File: src/assert_macros.svh
// Assertion helpers; properties sample on clk_i and are off while rst_ni is low.
`ifndef ASSERT_MACROS_SVH
`define ASSERT_MACROS_SVH

// Same-cycle implication
`define ASSERT_IMPL(lbl, ante, cons, msg) \
  lbl: assert property (@(posedge clk_i) disable iff (!rst_ni) (ante) |-> (cons)) \
    else $error(msg);

// Next-cycle implication
`define ASSERT_NEXT(lbl, ante, cons, msg) \
  lbl: assert property (@(posedge clk_i) disable iff (!rst_ni) (ante) |=> (cons)) \
    else $error(msg);

`endif

File: src/rsvm_ram.sv
module rsvm_ram #(
  parameter int WIDTH = 32,
  parameter int DEPTH = 16,
  localparam int AW = $clog2(DEPTH)
) (
  input  logic             clk_i,
  input  logic             we_i,
  input  logic [AW-1:0]    waddr_i,
  input  logic [WIDTH-1:0] wdata_i,
  input  logic [AW-1:0]    raddr_a_i,
  input  logic [AW-1:0]    raddr_b_i,
  output logic [WIDTH-1:0] rdata_a_o,
  output logic [WIDTH-1:0] rdata_b_o
);

  logic [WIDTH-1:0] mem_q [DEPTH];
  logic [WIDTH-1:0] rdata_a_q;
  logic [WIDTH-1:0] rdata_b_q;

  // write-first on both read ports
  always_ff @(posedge clk_i) begin
    if (we_i) mem_q[waddr_i] <= wdata_i;
    if (we_i && waddr_i == raddr_a_i) rdata_a_q <= wdata_i;
    else rdata_a_q <= mem_q[raddr_a_i];
    if (we_i && waddr_i == raddr_b_i) rdata_b_q <= wdata_i;
    else rdata_b_q <= mem_q[raddr_b_i];
  end

  assign rdata_a_o = rdata_a_q;
  assign rdata_b_o = rdata_b_q;

endmodule

File: config.mk
export PLATFORM = sky130hd
export DESIGN_NAME = rsvm_ram
export DESIGN_NICKNAME = d
export VERILOG_FILES = /design/src/assert_macros.svh /design/src/rsvm_ram.sv
export SDC_FILE = /design/constraint.sdc
export NUM_CORES = 1
export LEC_CHECK = 0
export BUFFER_PORTS_ARGS = -buffer_cell sky130_fd_sc_hd__buf_4
export CAP_MARGIN = 20
export CORE_MARGIN = 2
export CORE_UTILIZATION = 50
export CTS_BUF_LIST = sky130_fd_sc_hd__clkbuf_8
export CTS_CLUSTER_SIZE = 25
export DETAILED_ROUTE_END_ITERATION = 12
export GPL_ROUTABILITY_DRIVEN = 1
export PLACE_DENSITY_LB_ADDON = 0.12
export SLEW_MARGIN = 20
export SYNTH_ARGS = -nofsm -noshare
export SYNTH_HDL_FRONTEND = slang
export SYNTH_SLANG_ARGS = --single-unit
File: constraint.sdc
create_clock -name clk_i -period 4 [get_ports clk_i]
set_clock_uncertainty 0.1 [all_clocks]
set_input_delay 1 -clock clk_i [delete_from_list [all_inputs] [get_ports clk_i]]
set_output_delay 1 -clock clk_i [all_outputs]
set_load 0.03 [all_outputs]
==> metrics.cfg <==
[outcome]
outcome = completed

[yosys]
syn-cell-area_um2 = 23100
synth_cell_types = 17
synth-xor-area-share_pct = 0
async_flop_share_pct = 0
synthAdderAreaFrac_pct = 0
yosysMostFrequentCell = edfxtp_1
ys_ff_latch = 520
synth_compound_area_share_pct = 4.17
synth_mux_area_share_pct = 25.0
seq_area_frac_synth_pct = 67.3
synth.top_cells.by_count = 512 x edfxtp_1, 256 x mux4_2, 128 x a22oi_1
yosysTopAreaCell = edfxtp_1
ys_warn_count = 0
synth_top_family_by_area = multiplexers
synth_cells = 1085
syn_avg_cell_area_um2 = 21.3
synth_nets = 1131
synthTopCellsByArea = edfxtp_1 67%, mux4_2 25%, a22oi_1 4.2%
yosysTopAreaCellShare_pct = 66.7
yosys.area_share.simple_pct = 1.71
synth_edf_count = 512
synth_ff_type = edfxtp_1

[pwr]
p_per_area_nw_per_um2 = 434
p_clk_share_pct = 36.2
combPwrFrac_pct = 10.4
swShare_pct = 24.5
leakagePower_nw = 8.70
switching_power_mw = 2.84
p_int_mw = 8.72
vdd_drop_max_mv = 0.256
p_seq_share_pct = 53.3

[placement]
pre_cts_ws_ns = 0.780
placed_area_um2 = 25100
place_inst = 1768
place.gp.congestion = 0.772
detailed_place_hpwl_mm = 34.0
port_buffers = 109

[routing]
vias = 12700
first_pass_iters = 4
drt-initial-drc-count = 1378
avgRoutedWirePerCell_um = 31.2
avgViaCountPerCell = 6.59
ant_nets = 0
drc = 0
drt-total-wl_mm = 59.9

[clock_tree]
cts_tree = done
cts_buffers = 85
clock_path_buffers = 3
clock-sinks = 520
postCtsHoldBufs = 0
ctsRootBufferMaster = clkbuf_8
path_clk_slew_ns = 0.06
htreeDepth = 3

[floorplanning]
io_pins = 110
fp.dieW_um = 219
die_area_um2 = 47900
core.rowCount = 78
coreArea_um2 = 45500
initial_utilization_pct = 50.7
die_y_um = 219

[worst_hold_path]
hp-class = input pin to flip-flop

[timing]
setup_viol = 0
final-max-slew-violation-count = 0
worst_slew_pin_slew_ns = 0.762
finalHoldViolations = 0
min_period_over_period_pct = 96.4
min_period_ns = 3.86
max_freq_mhz = 259
rsz0062_at_grt = false
fin_setup_tns_ns = 0
hold_slack_ns = 0.336
relSlewSlack_pct = 49.1
fin_ws_ns = 0.143

[layout]
fin_area_um2 = 26600
area_delta_synth_final_pct = 15.5
regMostFlops = mem_q
drive_gt1_share_pct = 42.4
largestRegisters = mem_q x512
largest_reg_flops = 512
final_cells = 1922
nFillCells = 3419
nNetsFinal = 1304
n_antenna_cell = 0

[grt]
antenna_found_initial = 1
grt_pass1_wl_mm = 87.1
grt_max_degree = 54
grt_pass1_vias = 13400
grt_overflow = 0
grt_util_all_layers_pct = 25.8

[critical_path]
worstPathArrival_ns = 2.76
path_cells = buf_12, mux4_2, a22oi_1, nand2_1, buf_4
path_class = flip-flop to primary output
cpPeakStageDelay_ns = 0.58
crit_family = multiplexers
slowest_stage = mux4_2
path_buf_inv = 2
cp_max_fo = 46
worstPathRequired_ns = 2.90
start_kind = flip-flop
end_kind = primary output

[job]
cap_violations = 0

-- cell type report --
type                    count  area (µm²)  share of cell area, %
clock buffers              88        1210                   4.55
well taps                 600         751                   2.82
multi-input cells         479        7290                   27.4
flip-flops and latches    520       15500                   58.4
clock inverters            63         294                   1.10
repair buffers            172        1550                   5.80
-- path summary, 6_finish.rpt --
check	startpoint	end	slack, ns	depth (start not counted)
setup / recovery	flip-flop	rdata_b_o[14]	0.14	5
hold / removal	raddr_b_i[2]	flip-flop	0.34	1
-- cells by family (layout without fill, tap and decap cells) --
| logic type | after synthesis | after routing |
|---|---|---|
| DFF | 520 | 520 |
| buffers and inverters | 86 | 323 |
| and+or+nand+nor | 95 | 95 |
| AOI/OAI and AO/OA | 128 | 128 |
| muxes | 256 | 256 |
-- repair_timing --
item	in CTS	in global routing
resized for setup	0	1
setup endpoints to repair	0	2
buffers inserted	0	3
-- power by group through the flow --
stage,clock network [mW],registers [mW],logic [mW]
6_report,4.18,6.16,1.21
5_1_grt,4.51,6.17,1.27
2_1_floorplan,0,6.25,0.745
4_1_cts,4.27,6.17,1.21
3_3_place_gp,0,6.27,1.20
3_5_place_dp,0,6.28,1.21
-- metrics by stage --
step | util, % | power (mW)
final | 58.6 | 11.6
after global routing | 58.6 | 12.0
after CTS | 58.5 | 11.6
after detailed placement | 55.2 | 7.49
after global placement | 55.2 | 7.47
after floorplan | - | 6.99
-- layer usage --
layer  track usage [%]  vias to the layer above  part of all wire, %
met4              8.63                        2                  2.2
met2              40.5                      650                   48
li1                  -                     5139                    -
met1              36.4                     6785                   40
met5                 0                        -                0.023
met3              5.72                       97                  9.5
-- cell usage in the layout, fill, tap and decap left out, types with 4 or more instances in the layout --
cell,count
a22oi_1,128
buf_12,20
buf_4,151
clkbuf_8,88
clkinv_1,24
clkinv_2,9
clkinvlp_4,4
dfxtp_1,4
dfxtp_4,4
edfxtp_1,512
inv_1,24
mux4_2,256
nand2_1,65
nor2_4,14
nor2b_4,4
(Power assumes the default switching activity.)
