===== src/assert_macros.svh =====
// Assertion helpers; properties sample on clk_i and are off while rst_ni is low.
`ifndef ASSERT_MACROS_SVH
`define ASSERT_MACROS_SVH

// Same-cycle implication
`define ASSERT_IMPL(lbl, ante, cons, msg) \
  lbl: assert property (@(posedge clk_i) disable iff (!rst_ni) (ante) |-> (cons)) \
    else $error(msg);

// Next-cycle implication
`define ASSERT_NEXT(lbl, ante, cons, msg) \
  lbl: assert property (@(posedge clk_i) disable iff (!rst_ni) (ante) |=> (cons)) \
    else $error(msg);

`endif


===== src/rsvm_pkg.sv =====
package rsvm_pkg;

  localparam int NUM_REGS    = 12;
  localparam int STACK_DEPTH = 128;
  localparam int PROG_DEPTH  = 256;

  localparam int DATA_W   = 32;
  localparam int RIDX_W   = 4;
  localparam int RIDXX_W  = RIDX_W + 1;
  localparam int TGT_W    = 8;
  localparam int OUT_PC_W = 8;
  localparam int RA_W     = $clog2(NUM_REGS);
  localparam int SP_W     = $clog2(STACK_DEPTH);
  localparam int CNT_W    = $clog2(STACK_DEPTH + 1);
  localparam int PC_W     = $clog2(PROG_DEPTH);
  localparam int PCX_W    = PC_W + 1;
  localparam int WRAP_W   = ((PC_W > TGT_W) ? PC_W : TGT_W) + 4;

  typedef enum logic [3:0] {
    OP_PUSH  = 4'd0,
    OP_SADD  = 4'd1,
    OP_POP   = 4'd2,
    OP_HALT  = 4'd3,
    OP_SDUMP = 4'd4,
    OP_JUMP  = 4'd5,
    OP_ADD   = 4'd6,
    OP_SUB   = 4'd7,
    OP_RDUMP = 4'd8,
    OP_LDI   = 4'd9,
    OP_MUL   = 4'd10,
    OP_GETI  = 4'd11,
    OP_PRINT = 4'd12,
    OP_BEQ   = 4'd13,
    OP_BNE   = 4'd14
  } op_e;

  typedef enum logic [1:0] {
    KIND_NONE  = 2'd0,
    KIND_PRINT = 2'd1,
    KIND_POP   = 2'd2
  } kind_e;

  typedef enum logic [1:0] {
    ERR_NONE      = 2'd0,
    ERR_OVERFLOW  = 2'd1,
    ERR_UNDERFLOW = 2'd2,
    ERR_HALTED    = 2'd3
  } err_e;

  typedef struct packed {
    op_e               op;
    logic [RIDX_W-1:0] ra;
    logic [RIDX_W-1:0] rb;
    logic [RIDX_W-1:0] rc;
    logic [DATA_W-1:0] imm;
    logic [TGT_W-1:0]  tgt;
    logic [DATA_W-1:0] entered;
  } instr_t;

  typedef struct packed {
    logic [PC_W-1:0]   pc;
    logic [CNT_W-1:0]  cnt;
    logic              halt;
    logic              rf_we;
    logic [RIDX_W-1:0] rf_waddr;
    logic [DATA_W-1:0] rf_wdata;
    logic              st_we;
    logic [SP_W-1:0]   st_waddr;
    logic [DATA_W-1:0] st_wdata;
    kind_e             kind;
    logic [DATA_W-1:0] value;
    err_e              err;
  } exec_t;

  function automatic logic [PC_W-1:0] pc_advance(input logic [PC_W-1:0] pc,
                                                 input logic [2:0] len);
    logic [PCX_W-1:0] s;
    s = {1'b0, pc} + PCX_W'(len);
    if (s >= PCX_W'(PROG_DEPTH)) s = s - PCX_W'(PROG_DEPTH);
    return s[PC_W-1:0];
  endfunction

  function automatic logic [PC_W-1:0] wrap_target(input logic [TGT_W-1:0] t);
    logic [WRAP_W-1:0] r;
    r = WRAP_W'(t);
    for (int i = 3; i >= 0; i--) begin
      if (r >= (WRAP_W'(PROG_DEPTH) << i)) r = r - (WRAP_W'(PROG_DEPTH) << i);
    end
    return r[PC_W-1:0];
  endfunction

endpackage


===== src/rsvm_exec.sv =====
module rsvm_exec import rsvm_pkg::*; (
  input  instr_t            instr_i,
  input  logic [DATA_W-1:0] rf_a_i,
  input  logic [DATA_W-1:0] rf_b_i,
  input  logic [DATA_W-1:0] st_top_i,
  input  logic [DATA_W-1:0] st_next_i,
  input  logic [PC_W-1:0]   pc_i,
  input  logic [CNT_W-1:0]  cnt_i,
  input  logic              halt_i,
  output exec_t             exec_o
);

  logic [DATA_W-1:0] prod;

  assign prod = rf_a_i * rf_b_i;

  always_comb begin
    exec_o          = '0;
    exec_o.pc       = pc_advance(pc_i, 3'd1);
    exec_o.cnt      = cnt_i;
    exec_o.halt     = halt_i;
    exec_o.rf_waddr = instr_i.ra;
    exec_o.st_waddr = cnt_i[SP_W-1:0];
    exec_o.kind     = KIND_NONE;
    exec_o.err      = ERR_NONE;
    if (halt_i) begin
      exec_o.pc  = pc_i;
      exec_o.err = ERR_HALTED;
    end else begin
      case (instr_i.op)
        OP_PUSH: begin
          exec_o.pc = pc_advance(pc_i, 3'd2);
          if (cnt_i >= CNT_W'(STACK_DEPTH)) begin
            exec_o.err = ERR_OVERFLOW;
          end else begin
            exec_o.st_we    = 1'b1;
            exec_o.st_wdata = instr_i.imm;
            exec_o.cnt      = cnt_i + CNT_W'(1);
          end
        end
        OP_SADD: begin
          if (cnt_i < CNT_W'(2)) begin
            exec_o.err = ERR_UNDERFLOW;
          end else begin
            exec_o.st_we    = 1'b1;
            exec_o.st_waddr = SP_W'(cnt_i - CNT_W'(2));
            exec_o.st_wdata = st_top_i + st_next_i;
            exec_o.cnt      = cnt_i - CNT_W'(1);
          end
        end
        OP_POP: begin
          if (cnt_i == '0) begin
            exec_o.err = ERR_UNDERFLOW;
          end else begin
            exec_o.cnt   = cnt_i - CNT_W'(1);
            exec_o.kind  = KIND_POP;
            exec_o.value = st_top_i;
          end
        end
        OP_HALT: begin
          exec_o.halt = 1'b1;
        end
        OP_JUMP: begin
          exec_o.pc = wrap_target(instr_i.tgt);
        end
        OP_ADD: begin
          exec_o.pc       = pc_advance(pc_i, 3'd4);
          exec_o.rf_we    = 1'b1;
          exec_o.rf_wdata = rf_a_i + rf_b_i;
        end
        OP_SUB: begin
          exec_o.pc       = pc_advance(pc_i, 3'd4);
          exec_o.rf_we    = 1'b1;
          exec_o.rf_wdata = rf_a_i - rf_b_i;
        end
        OP_MUL: begin
          exec_o.pc       = pc_advance(pc_i, 3'd4);
          exec_o.rf_we    = 1'b1;
          exec_o.rf_wdata = prod;
        end
        OP_LDI: begin
          exec_o.pc       = pc_advance(pc_i, 3'd3);
          exec_o.rf_we    = 1'b1;
          exec_o.rf_wdata = instr_i.imm;
        end
        OP_GETI: begin
          exec_o.pc       = pc_advance(pc_i, 3'd2);
          exec_o.rf_we    = 1'b1;
          exec_o.rf_wdata = instr_i.entered;
        end
        OP_PRINT: begin
          exec_o.pc    = pc_advance(pc_i, 3'd2);
          exec_o.kind  = KIND_PRINT;
          exec_o.value = rf_a_i;
        end
        OP_BEQ: begin
          exec_o.pc = (rf_a_i == rf_b_i) ? wrap_target(instr_i.tgt)
                                         : pc_advance(pc_i, 3'd4);
        end
        OP_BNE: begin
          exec_o.pc = (rf_a_i != rf_b_i) ? wrap_target(instr_i.tgt)
                                         : pc_advance(pc_i, 3'd4);
        end
        default: begin
        end
      endcase
    end
  end

endmodule


===== config.mk =====
export PLATFORM = sky130hd
export DESIGN_NAME = rsvm_exec
export DESIGN_NICKNAME = d
export VERILOG_FILES = /design/src/assert_macros.svh /design/src/rsvm_pkg.sv /design/src/rsvm_exec.sv
export SDC_FILE = /design/constraint.sdc
export NUM_CORES = 2
export LEC_CHECK = 0
export BUFFER_PORTS_ARGS = -buffer_cell sky130_fd_sc_hd__buf_2
export CAP_MARGIN = 20
export CORE_UTILIZATION = 60
export DETAILED_ROUTE_END_ITERATION = 16
export PLACE_DENSITY = 0.84
export SETUP_SLACK_MARGIN = 0.05
export SLEW_MARGIN = 20
export SYNTH_ARGS = -nofsm -noshare
export SYNTH_HDL_FRONTEND = slang
export SYNTH_SLANG_ARGS = --single-unit

===== constraint.sdc =====
create_clock -name vclk -period 10.5
set_input_delay 1.05 -clock vclk [all_inputs]
set_output_delay 1.05 -clock vclk [all_outputs]
set_load 0.02 [all_outputs]

==> impl_metrics.py <==
metrics = {
    "timing": {
        "report.final.slew_viol_count": 0,
        "final-setup-viol-count": 0,
        "max_freq_ghz": 0.0983,
        "layout_worst_path_cycle_share_pct": 96.9,
        "grt_setup_unrepaired": "false",
        "final.setup.tns_ps": 0,
        "finalHoldViolCount": 0,
        "finalCriticalPeriod_ps": 10170,
        "max_slew.worst_pin.slew_ps": 1130,
        "timing.slew.headroom_pct": 24.0,
    },
    "placement": {
        "numPortBuffers": 347,
        "place.detailed.instances": 3635,
        "dp.final_hpwl_mm": 72.7,
        "gp_congestion": 1.04,
    },
    "global_route": {
        "grt_max_degree": 36,
        "global_route_wire_length_before_repair_mm": 136,
        "grt_antenna_before_repair": 11,
        "total_global_route_track_usage_pct": 46.0,
        "gr-total-overflow": 0,
        "first_global_vias": 23687,
    },
    "layout": {
        "seq_area_um2": 0,
        "n_clock_buffer": 0,
        "multiInputGateArea_um2": 20900,
        "sequential_cell_total": 0,
        "final_layout_size_suffix_gt1_share_pct": 13.2,
        "post_layout_nonfiller_instances": 3646,
        "area_growth_syn_to_layout_pct": 8.55,
        "number_of_filler_cells_placed_in_the_layout": 3225,
        "final_nets": 3996,
    },
    "critical_path": {
        "timing.critical_path.slowest_stage_cell": "sky130_fd_sc_hd__buf_2",
        "worst_ep_required_time_ps": 9450,
        "critPathKind": "in2out",
        "critical_path.max_stage_delay_ps": 620,
        "kind_of_launch_point_of_the_worst_setup_path": "input port",
        "critPathMostFrequentCell": "sky130_fd_sc_hd__fa_1",
        "timing.critical_path.max_delay_family": "adder cells",
        "worst-path-buf-inv": 6,
        "critical_path_arrival_ps": 9120,
        "worst_setup_path_end_kind": "output port",
        "crit_fanout": 19,
    },
    "synthesis": {
        "synth_top_area_share_pct": 35.5,
        "post-synth-top-count-cell": "sky130_fd_sc_hd__inv_1",
        "post-synth-top-area-cell": "sky130_fd_sc_hd__fa_1",
        "ys_warn_count": 0,
        "yosys-top-cells-area": "sky130_fd_sc_hd__fa_1, sky130_fd_sc_hd__ha_1, sky130_fd_sc_hd__and2_1, sky130_fd_sc_hd__inv_1, sky130_fd_sc_hd__nand2_1",
        "post_synth.cell_area_avg_um2": 7.96,
        "seq_area_frac_synth_pct": 0,
        "synthesis.instances": 2918,
        "mappedNetlistNets": 3788,
        "list_of_most_frequent_post_synthesis_cells": "sky130_fd_sc_hd__inv_1, sky130_fd_sc_hd__fa_1, sky130_fd_sc_hd__nand2_1, sky130_fd_sc_hd__and2_1, sky130_fd_sc_hd__ha_1",
        "post_synth_instance_area_um2": 23200,
        "netlist-cell-type-count": 87,
    },
    "floorplanning": {
        "design.core.area_um2": 37800,
        "floorplan.die.height_um": 199,
        "fp.dieW_um": 199,
        "ios": 363,
        "start_util_pct": 61.4,
        "fp-row-count": 71,
        "floorplan.die_area_um2": 39500,
    },
    "route": {
        "detailedRoute.firstPassIterationCount": 7,
        "detail_route.wl_per_cell_um": 24.7,
        "vias": 23343,
        "detail_route.vias_per_cell": 6.40,
        "antenna_violating_nets_post_route": 0,
        "drt_iter0_drcs": 2223,
        "finalWirelength_mm": 90.2,
        "remaining_drc_errors": 0,
    },
    "clock_tree": {
        "post-cts-setup-buffers": 0,
        "cts.hold.buffers_added": 0,
        "post_cts_resized": 0,
    },
    "run_status": {
        "outcome": "completed",
    },
    "hold_path": {
        "whs_path_depth": 0,
        "worstHoldEndpoint": "exec_o[110]",
        "hp-start": "instr_i[82]",
        "hold_crit_path_type": "in2out",
    },
    "flow_run": {
        "drv_cap": 0,
    },
}
[layout by cell type, fill, tap and decap left out, drive strengths merged, types with 5 or more instances in the layout]
master,count
ha,225
or2,6
diode,11
buf,379
or3,11
fa,412
o22ai,16
nor2,193
o21a,16
a21oi,149
nand2b,24
o221ai,5
xnor2,90
xor2,38
inv,447
nor2b,14
a221o,10
o31ai,16
mux2i,6
and2,282
nand3,39
nor3,30
or4,6
nand4,10
a211oi,13
a221oi,14
o21bai,18
a222oi,25
and3,10
o211ai,10
o21ai,92
a31oi,22
a22oi,58
o41ai,5
o31a,6
nand2,312
a21o,52
[layout make-up]
type                       count  area share (%)
timing repair buffer         379            7.84
inverter                     448            6.67
tap                          511            2.54
multi-input combinational   2297            82.8
antenna                       11           0.109
[metrics by stage]
step                hold WS, ps  instance area [um^2]  util (%)  setup slack [ps]
finish                     2100                 25200      66.6               327
global route               2100                 25200      66.6               201
CTS                        2100                 25200      66.6               571
detailed placement         2100                 25200      66.6               604
global placement           2100                 25200      66.6               692
floorplan                  2210                 23200         -              1790
[worst max-delay path by stage]
| stage | from | slack, ps | cells past startpoint | to |
|---|---|---|---|---|
| floorplan | rf_b_i[2] | 1790 | 25 | exec_o[107] |
| global placement | rf_a_i[10] | 690 | 25 | exec_o[101] |
| detailed placement | rf_a_i[10] | 600 | 26 | exec_o[105] |
| CTS | rf_a_i[10] | 570 | 26 | exec_o[105] |
| global route | rf_a_i[10] | 200 | 25 | exec_o[101] |
| finish | rf_a_i[10] | 330 | 25 | exec_o[101] |
[kinds of logic (layout without fill, tap and decap cells)]
logic type / count (synthesis) / count (layout) / synth area share (%)
compound gates: 573 / 573 / 17.0
xor+xnor: 128 / 128 / 4.83
fa+ha+maj: 637 / 637 / 47.6
buf+inv: 621 / 827 / 10.2
mux: 9 / 9 / 0.404
other cells: 0 / 11 / 0
simple gates: 950 / 950 / 19.9
[per-layer routing]
| layer | vias up | track usage (%) | wire length [um] |
|---|---|---|---|
| met5 | - | 0 | 49 |
| met4 | 8 | 30.2 | 6970 |
| met3 | 448 | 9.22 | 10900 |
| met2 | 1605 | 73.1 | 40800 |
| met1 | 11395 | 57.0 | 31400 |
| li1 | 9887 | - | - |
Power is not shown: default switching activity piles up to over one toggle a cycle in this logic, so the estimate is an artifact.
